File: src/rtl/rbs_pkg.sv
`timescale 1ns / 1ps
// ----------------------------------------------------------------------------
// Record bubble sorter package
// Shared types, codes and constants for the record store and its sequencer.
// ----------------------------------------------------------------------------
package rbs_pkg;

	localparam int CAPACITY_DEF = 32;
	localparam int ID_W         = 31;
	localparam int SCORE_W      = 14;
	localparam int ACTION_W     = 2;
	localparam int KIND_W       = 3;

	localparam logic [SCORE_W-1:0] SCORE_MAX = SCORE_W'(10000);

	// Request action codes. The last code is unused and is ignored.
	localparam logic [ACTION_W-1:0] ACT_ADD      = 2'd0;
	localparam logic [ACTION_W-1:0] ACT_SORT     = 2'd1;
	localparam logic [ACTION_W-1:0] ACT_EXTREMES = 2'd2;
	localparam logic [ACTION_W-1:0] ACT_UNUSED   = 2'd3;

	// Result kind codes.
	localparam logic [KIND_W-1:0] KIND_ENTRY = 3'd0;
	localparam logic [KIND_W-1:0] KIND_BEST  = 3'd1;
	localparam logic [KIND_W-1:0] KIND_WORST = 3'd2;
	localparam logic [KIND_W-1:0] KIND_EMPTY = 3'd3;
	localparam logic [KIND_W-1:0] KIND_FULL  = 3'd4;

	typedef struct packed {
		logic [ACTION_W-1:0] action;
		logic [ID_W-1:0]     record_id;
		logic [SCORE_W-1:0]  score;
	} req_t;

	typedef struct packed {
		logic [KIND_W-1:0]  kind;
		logic [ID_W-1:0]    record_id_res;
		logic [SCORE_W-1:0] score_res;
		logic               last;
	} res_t;

	// One stored record.
	typedef struct packed {
		logic [ID_W-1:0]    id;
		logic [SCORE_W-1:0] score;
	} rec_t;

	// Write request into the record store.
	typedef struct packed {
		logic en;
		rec_t rec;
	} wr_t;

	// Result of the shared compare unit: the lower and higher record.
	typedef struct packed {
		rec_t lo;
		rec_t hi;
	} cmp_out_t;

	typedef enum logic [3:0] {
		ST_IDLE,
		ST_PASS,
		ST_PASS_END,
		ST_EMIT,
		ST_SCAN_RD,
		ST_SCAN_BEST,
		ST_SCAN_WORST,
		ST_XBEST,
		ST_XWORST
	} state_t;

endpackage

File: src/rtl/record_bubble_sorter.sv
`timescale 1ns / 1ps
// ----------------------------------------------------------------------------
// Record bubble sorter
// Record store with add, stable ascending sort listed highest first, and
// best/worst report, run by a small sequencer around one compare unit.
// ----------------------------------------------------------------------------
// Usage: a request is taken on the rising edge where start is high and busy is
// low; req carries the action, id and score. Results appear on res for exactly
// one cycle with strobe high; the receiver cannot hold them off, so there is
// no stall case. The final result of each request has res.last set.
// Steps, with n records held:
//   add            - no result unless the store is full, in which case the
//                    rejected record comes back in the next cycle.
//   sort           - a bubble pass over m records (one memory read and one
//                    write a cycle) runs for m = n down to 2, then the n
//                    records are listed highest first, each one read from
//                    the store and then registered on res.
//   best and worst - a read, a best and a worst compare per record, then a report of each.
// An empty store answers sort or best/worst with one result in the next cycle.
// The pace is set by the record memory, one read and one write port, and
// the one shared compare unit. Reset clears the record count and the
// sequencer only; store contents are not cleared and need no clearing pass.
// ----------------------------------------------------------------------------
module record_bubble_sorter #(
	parameter int CAPACITY = rbs_pkg::CAPACITY_DEF
) (
	input  logic          clk,
	input  logic          arst_n,
	input  logic          start,
	output logic          busy,
	input  rbs_pkg::req_t req,
	output logic          strobe,
	output rbs_pkg::res_t res
);

	localparam int IW = $clog2(CAPACITY);
	localparam int CW = $clog2(CAPACITY + 1);

	rbs_pkg::state_t   state_q, state_d;
	logic [CW-1:0]     count_q;
	logic [CW-1:0]     idx_q;
	logic [CW-1:0]     lim_q;
	logic              pend_q;
	logic              pend_last_q;
	rbs_pkg::rec_t     carry_q, best_q, worst_q;
	rbs_pkg::rec_t     rd_q;
	rbs_pkg::res_t     res_q;
	logic              strobe_q;

	logic                      accept;
	logic [rbs_pkg::SCORE_W-1:0] score_cl;
	logic [CW-1:0]             count_m1, idx_m2, lim_m1;
	rbs_pkg::wr_t              wr;
	logic [IW-1:0]             waddr;
	rbs_pkg::rec_t             cmp_a, cmp_b;
	rbs_pkg::cmp_out_t         cmp_y;
	logic                      res_load;
	rbs_pkg::res_t             res_next;

	assign busy     = (state_q != rbs_pkg::ST_IDLE) || pend_q;
	assign accept   = start && !busy;
	assign score_cl = (req.score > rbs_pkg::SCORE_MAX) ? rbs_pkg::SCORE_MAX : req.score;
	assign count_m1 = count_q - CW'(1);
	assign idx_m2   = idx_q - CW'(2);
	assign lim_m1   = lim_q - CW'(1);

	// The index counter addresses every read: the sort, listing and scan all
	// walk the store through it.
	rbs_store #(
		.DEPTH(CAPACITY)
	) u_store (
		.clk  (clk),
		.wr   (wr),
		.waddr(waddr),
		.raddr(idx_q[IW-1:0]),
		.rdata(rd_q)
	);

	rbs_cmp u_cmp (
		.a(cmp_a),
		.b(cmp_b),
		.y(cmp_y)
	);

	// Next state.
	always_comb begin
		state_d = state_q;
		case (state_q)
			rbs_pkg::ST_IDLE: begin
				if (accept) begin
					case (req.action)
						rbs_pkg::ACT_SORT: begin
							if (count_q == CW'(1)) begin
								state_d = rbs_pkg::ST_EMIT;
							end else if (count_q != '0) begin
								state_d = rbs_pkg::ST_PASS;
							end
						end
						rbs_pkg::ACT_EXTREMES: begin
							if (count_q != '0) begin
								state_d = rbs_pkg::ST_SCAN_RD;
							end
						end
						default: state_d = rbs_pkg::ST_IDLE;
					endcase
				end
			end
			rbs_pkg::ST_PASS: begin
				if (idx_q == lim_q) begin
					state_d = rbs_pkg::ST_PASS_END;
				end
			end
			rbs_pkg::ST_PASS_END: begin
				state_d = (lim_q == CW'(2)) ? rbs_pkg::ST_EMIT : rbs_pkg::ST_PASS;
			end
			rbs_pkg::ST_EMIT: begin
				if (idx_q == '0) begin
					state_d = rbs_pkg::ST_IDLE;
				end
			end
			rbs_pkg::ST_SCAN_RD:   state_d = rbs_pkg::ST_SCAN_BEST;
			rbs_pkg::ST_SCAN_BEST: state_d = rbs_pkg::ST_SCAN_WORST;
			rbs_pkg::ST_SCAN_WORST: begin
				state_d = (idx_q == count_m1) ? rbs_pkg::ST_XBEST : rbs_pkg::ST_SCAN_RD;
			end
			rbs_pkg::ST_XBEST:  state_d = rbs_pkg::ST_XWORST;
			rbs_pkg::ST_XWORST: state_d = rbs_pkg::ST_IDLE;
			default:            state_d = rbs_pkg::ST_IDLE;
		endcase
	end

	// Store writes, compare operands and result loads.
	always_comb begin
		wr       = '0;
		waddr    = '0;
		cmp_a    = carry_q;
		cmp_b    = rd_q;
		res_load = 1'b0;
		res_next = '0;
		case (state_q)
			rbs_pkg::ST_IDLE: begin
				if (accept) begin
					case (req.action)
						rbs_pkg::ACT_ADD: begin
							if (count_q >= CW'(CAPACITY)) begin
								res_load               = 1'b1;
								res_next.kind          = rbs_pkg::KIND_FULL;
								res_next.record_id_res = req.record_id;
								res_next.score_res     = score_cl;
								res_next.last          = 1'b1;
							end else begin
								wr.en        = 1'b1;
								wr.rec.id    = req.record_id;
								wr.rec.score = score_cl;
								waddr        = count_q[IW-1:0];
							end
						end
						rbs_pkg::ACT_SORT, rbs_pkg::ACT_EXTREMES: begin
							if (count_q == '0) begin
								res_load      = 1'b1;
								res_next.kind = rbs_pkg::KIND_EMPTY;
								res_next.last = 1'b1;
							end
						end
						default: res_load = 1'b0;
					endcase
				end
			end
			rbs_pkg::ST_PASS: begin
				// The lower of carry and the fresh record drops two places behind
				// the read pointer; the higher rides on.
				if (idx_q >= CW'(2)) begin
					wr.en  = 1'b1;
					wr.rec = cmp_y.lo;
					waddr  = idx_m2[IW-1:0];
				end
			end
			rbs_pkg::ST_PASS_END: begin
				wr.en  = 1'b1;
				wr.rec = carry_q;
				waddr  = lim_m1[IW-1:0];
			end
			rbs_pkg::ST_SCAN_BEST: begin
				cmp_a = rd_q;
				cmp_b = best_q;
			end
			rbs_pkg::ST_SCAN_WORST: begin
				cmp_a = worst_q;
				cmp_b = rd_q;
			end
			rbs_pkg::ST_XBEST: begin
				res_load               = 1'b1;
				res_next.kind          = rbs_pkg::KIND_BEST;
				res_next.record_id_res = best_q.id;
				res_next.score_res     = best_q.score;
				res_next.last          = 1'b0;
			end
			rbs_pkg::ST_XWORST: begin
				res_load               = 1'b1;
				res_next.kind          = rbs_pkg::KIND_WORST;
				res_next.record_id_res = worst_q.id;
				res_next.score_res     = worst_q.score;
				res_next.last          = 1'b1;
			end
			default: res_load = 1'b0;
		endcase
		// Listed entries arrive in the cycle after their read was issued.
		if (pend_q) begin
			res_load               = 1'b1;
			res_next.kind          = rbs_pkg::KIND_ENTRY;
			res_next.record_id_res = rd_q.id;
			res_next.score_res     = rd_q.score;
			res_next.last          = pend_last_q;
		end
	end

	// Control state.
	always_ff @(posedge clk or negedge arst_n) begin
		if (!arst_n) begin
			state_q  <= rbs_pkg::ST_IDLE;
			count_q  <= '0;
			idx_q    <= '0;
			lim_q    <= '0;
			pend_q   <= 1'b0;
			strobe_q <= 1'b0;
		end else begin
			state_q  <= state_d;
			pend_q   <= (state_q == rbs_pkg::ST_EMIT);
			strobe_q <= res_load;
			case (state_q)
				rbs_pkg::ST_IDLE: begin
					if (accept && req.action == rbs_pkg::ACT_ADD &&
					    count_q < CW'(CAPACITY)) begin
						count_q <= count_q + CW'(1);
					end
					idx_q <= '0;
					lim_q <= count_q;
				end
				rbs_pkg::ST_PASS:       idx_q <= idx_q + CW'(1);
				rbs_pkg::ST_PASS_END: begin
					lim_q <= lim_m1;
					idx_q <= (lim_q == CW'(2)) ? count_m1 : '0;
				end
				rbs_pkg::ST_EMIT:       idx_q <= idx_q - CW'(1);
				rbs_pkg::ST_SCAN_WORST: idx_q <= idx_q + CW'(1);
				default:                idx_q <= idx_q;
			endcase
		end
	end

	// Payload registers.
	always_ff @(posedge clk) begin
		pend_last_q <= (idx_q == '0);
		if (res_load) begin
			res_q <= res_next;
		end
		if (state_q == rbs_pkg::ST_PASS) begin
			if (idx_q == CW'(1)) begin
				carry_q <= rd_q;
			end else if (idx_q >= CW'(2)) begin
				carry_q <= cmp_y.hi;
			end
		end
		if (state_q == rbs_pkg::ST_SCAN_BEST) begin
			best_q <= (idx_q == '0) ? rd_q : cmp_y.hi;
		end
		if (state_q == rbs_pkg::ST_SCAN_WORST) begin
			worst_q <= (idx_q == '0) ? rd_q : cmp_y.lo;
		end
	end

	assign strobe = strobe_q;
	assign res    = res_q;

	// The record count never passes the store size.
	assert property (@(posedge clk) disable iff (!arst_n)
		count_q <= CW'(CAPACITY))
		else $error("record count exceeds capacity");

	// A bubble pass always covers at least two records; its index never passes the pass limit.
	assert property (@(posedge clk) disable iff (!arst_n)
		state_q == rbs_pkg::ST_PASS |-> lim_q >= CW'(2) && lim_q <= count_q && idx_q <= lim_q)
		else $error("bubble pass bounds broken");

	// A sort of a non-empty store keeps the block busy in the next cycle.
	assert property (@(posedge clk) disable iff (!arst_n)
		accept && req.action == rbs_pkg::ACT_SORT && count_q != '0 |=> busy)
		else $error("sort request did not start");

	// Listed entries come out only straight after a listing cycle.
	assert property (@(posedge clk) disable iff (!arst_n)
		pend_q |-> $past(state_q) == rbs_pkg::ST_EMIT)
		else $error("stray listed entry");

endmodule

File: src/rtl/rbs_store.sv
`timescale 1ns / 1ps
// ----------------------------------------------------------------------------
// Record store
// Single write port, single read port memory with registered read data.
// ----------------------------------------------------------------------------
module rbs_store #(
	parameter int DEPTH = rbs_pkg::CAPACITY_DEF,
	localparam int IW = $clog2(DEPTH)
) (
	input  logic              clk,
	input  rbs_pkg::wr_t      wr,
	input  logic [IW-1:0]     waddr,
	input  logic [IW-1:0]     raddr,
	output rbs_pkg::rec_t     rdata
);

	rbs_pkg::rec_t mem [DEPTH];

	always_ff @(posedge clk) begin
		if (wr.en) begin
			mem[waddr] <= wr.rec;
		end
		rdata <= mem[raddr];
	end

endmodule

File: src/rtl/rbs_cmp.sv
`timescale 1ns / 1ps
// ----------------------------------------------------------------------------
// Compare and order unit
// Orders two records by score; on equal scores the first operand stays low.
// ----------------------------------------------------------------------------
module rbs_cmp (
	input  rbs_pkg::rec_t     a,
	input  rbs_pkg::rec_t     b,
	output rbs_pkg::cmp_out_t y
);

	logic gt;

	// Strict greater-than keeps equal records in their order.
	assign gt   = a.score > b.score;
	assign y.lo = gt ? b : a;
	assign y.hi = gt ? a : b;

endmodule

File: config.mk
export PLATFORM = sky130hd
export DESIGN_NAME = record_bubble_sorter
export DESIGN_NICKNAME = d
export VERILOG_FILES = /design/src/rtl/rbs_pkg.sv /design/src/rtl/record_bubble_sorter.sv /design/src/rtl/rbs_store.sv /design/src/rtl/rbs_cmp.sv
export SDC_FILE = /design/constraint.sdc
export NUM_CORES = 2
export LEC_CHECK = 0
export ABC_AREA = 1
export BUFFER_PORTS_ARGS = -buffer_cell sky130_fd_sc_hd__buf_2
export CELL_PAD_IN_SITES_DETAIL_PLACEMENT = 1
export CELL_PAD_IN_SITES_GLOBAL_PLACEMENT = 1
export CORE_MARGIN = 2
export CORE_UTILIZATION = 40
export DETAILED_ROUTE_END_ITERATION = 8
export GPL_ROUTABILITY_DRIVEN = 0
export GPL_TIMING_DRIVEN = 1
export PLACE_DENSITY_LB_ADDON = 0.1
export SYNTH_ARGS = -nofsm -noshare
export SYNTH_HDL_FRONTEND = slang
export SYNTH_SLANG_ARGS = --single-unit
File: constraint.sdc
create_clock -name clk -period 7.3 [get_ports clk]
set_input_delay 1.46 -clock clk [delete_from_list [all_inputs] [get_ports clk]]
set_output_delay 1.46 -clock clk [all_outputs]
set_load 0.02 [all_outputs]
==> impl_metrics.yaml <==
status:
  status: "complete, no violations"
timing:
  period_minus_slack_ns: 6.13
  finClkSkew_ns: 0.0525
  slew_headroom_pct: 6.95
  setup_viol: 0
  fin_setup_tns_ns: 0
  grt_setup_unrepaired: "no"
  finalHoldViolCount: 0
  fin_crit_sh_pct: 84.0
  drv_slew: 0
  fmax_mhz: 163
  tightest_slew_ns: 1.39
clocking:
  insertion_delay_ns: 0.85
  hold_buffers: 0
  cts-resized-gates: 0
  cts_tree: "done"
  cts_buffers: 184
  path_clk_slew_ns: 0.06
  htreeDepth: 4
  post_cts_buffers: 0
  clockBufferDepth: 3
  cts_sinks: 1694
  root_buffer: "clkbuf_16"
power_and_ir_drop:
  vdd_ir_drop_max_v: 0.000375
  power_density_mw_per_mm2: 501
  p_leak_uw: 0.0288
synth:
  postSynthAreaPerCell_um2: 11.3
  ys_seq_area_share_pct: 69.8
  syn_inst: 6358
  synth.net_count: 6440
  ys_seq_elements: 1694
  synthArstFlopShare_pct: 1.42
  yosysWarnings: 0
  synth_edf_count: 1624
  synth_ff_type: "edfxtp_1"
  syn_area_mm2: 0.0720
  netlist-cell-type-count: 47
die:
  io_pins: 101
  start_util_pct: 40.3
  die_area_mm2: 0.183
  rows: 155
  die_h_um: 428
  placeableCoreArea_mm2: 0.179
  die_x_um: 428
grt:
  grt_use_total_pct: 27.8
  grt_max_degree: 189
  antenna_found_initial: 16
  grt_overflow: 0
  grt_pass1_wl_um: 371000
  grt_pass1_vias: 51872
route:
  vias: 51475
  drt_iter0_markers: 5218
  wl_per_cell_um: 29.1
  wirelength_um: 258000
  drt-pass1-iter-count: 5
  ant_nets: 0
  via_per_inst: 5.80
  drc_errors: 0
cells_and_area:
  diodes: 0
  finalNetCount: 6461
  drive_above_1_share_pct: 9.87
  fill_cells: 18849
  multi_input_area_mm2: 0.0192
  areaGrowthSynthToFinish_pct: 13.0
  final-seq-area_mm2: 0.0503
  fin_cells: 8882
placed_design:
  dp_cells: 8548
  io_buffers: 100
  dp_hpwl_um: 141000
worst_setup_path:
  rr_worst_depth: 18
  r2r_end: "u_store.mem[30][41]"
  path_max_fanout: 72
  arrival_ns: 6.54
  r2r_slack_ns: 1.17
  worst-setup-path-type: "flip-flop to flip-flop"
  r2r_start: "state_q[2]"
  crit_required_ns: 7.70
  cp-end-kind: "flip-flop"
  critPathLaunchType: "flip-flop"
  critPathLaunch: "state_q[2]"
worst_hold_path:
  min_path_cells: 2
  holdPathEnd: "carry_q[20]"
  min-delay-start: "u_store.rdata[20]"
  hold_path_class: "flip-flop to flip-flop"
flow_run:
  maxCapViolCount: 0
synth_stat cells, types with 5 or more instances:
cell type | n | area, µm²
a21oi_1 | 80 | 400
a22o_1 | 8 | 70.1
a22oi_1 | 26 | 195
a31oi_1 | 41 | 257
a32o_1 | 9 | 90.1
buf_1 | 34 | 128
buf_2 | 116 | 581
clkbuf_1 | 254 | 953
dfrtp_1 | 24 | 601
dfxtp_1 | 46 | 921
edfxtp_1 | 1624 | 48800
ha_1 | 32 | 400
inv_1 | 285 | 1070
inv_2 | 18 | 67.6
nand2_1 | 1317 | 4940
nand3_1 | 542 | 2710
nor2_1 | 695 | 2610
nor2_2 | 8 | 50.1
nor3_1 | 7 | 35.0
o2111ai_1 | 5 | 43.8
o211ai_1 | 100 | 751
o21ai_0 | 701 | 3510
o21ai_1 | 51 | 255
o221ai_1 | 160 | 1400
o22ai_1 | 60 | 375
or2_2 | 66 | 413
xor2_1 | 9 | 78.8
placed cells by master (no fill, tap or decap), types with 46 or more instances in the layout:
cell       count
edfxtp_1    1624
nand2_1     1312
o21ai_0      700
nor2_1       663
nand3_1      541
inv_1        283
clkbuf_16    187
o221ai_1     160
buf_4        120
o211ai_1     100
buf_2        100
a21oi_1       80
or2_2         66
o22ai_1       60
o21ai_1       51
clkbuf_1      49
dfxtp_1       46
area by class of cell:
type | instances | area share [%]
inverters | 307 | 1.45
repair buffers | 243 | 2.29
flip-flops and latches | 1694 | 61.9
clock buffers | 251 | 6.23
well taps | 2355 | 3.62
clock inverters | 83 | 0.952
multi-input cells | 3949 | 23.6
kinds of logic after synthesis:
group,Yosys count,synth area share (%)
flip-flops,1694,69.8
AO/OA/AOI/OAI,1252,10.3
multiplexers,1,0.0139
buffers and inverters,715,3.96
XOR/XNOR,9,0.109
adder cells (fa/ha/maj),32,0.556
AND/OR/NAND/NOR,2655,15.2
stage by stage:
| step | utilization, % | total power [µW] | instance area (µm²) | hold slack (ns) | setup WS, ns |
|---|---|---|---|---|---|
| final | 45.5 | 40700 | 81300 | 0.630 | 1.17 |
| after global routing | 45.5 | 42800 | 81300 | 0.652 | 0.718 |
| after CTS | 45.5 | 40800 | 81300 | 0.622 | 1.18 |
| after detailed placement | 42.3 | 31700 | 75500 | 0.616 | 1.22 |
| after global placement | 42.3 | 31400 | 75500 | 0.582 | 1.31 |
| after floorplan | - | 24600 | 72000 | 0.520 | 2.13 |
how the worst max path moves through the flow:
stage                               end  slack (ns)
floorplan                        res[0]        2.13
global placement     u_store.mem[0][41]        1.31
detailed placement   u_store.mem[0][41]        1.22
CTS                 u_store.mem[16][41]        1.18
global route        u_store.mem[19][41]        0.72
finish              u_store.mem[30][41]        1.17
worst max-delay path, cell delays in order, from the launching register on:
cell	delay, ns
dfrtp_1	0.42
inv_2	0.08
nor2_4	0.16
nand3_2	0.42
inv_2	0.77
nand3_1	0.15
nand2_1	0.15
inv_1	0.06
ha_1	0.27
nand2_1	0.07
inv_1	0.09
nand3_1	0.07
nor3_1	0.23
nand2_1	0.15
nand2_4	0.45
nand2_4	0.69
nand2_1	0.27
nand3_1	0.09
nand2_1	1.01
state kept, by name, summed over array words and instances, names as in the netlist, 4 cells and up:
signal         cells
best_q            45
carry_q           45
count_q            6
idx_q              6
lim_q              6
res               49
state_q            4
u_store.mem     1440
u_store.rdata     45
worst_q           45
metal layers:
layer  vias up  global-route usage, %  wire (µm)
met3       350                   3.98      15500
met4         2                   7.99       7320
li1      22724                      -          -
met1     26773                   38.5     113000
met5         -                      0         12
met2      1626                   45.4     123000
power by group:
group / internal (µW) / switching (µW)
Sequential: 14600 / 676
Combinational: 3540 / 12700
Clock: 5210 / 3940
No activity file was read; power rests on OpenSTA's default activity.
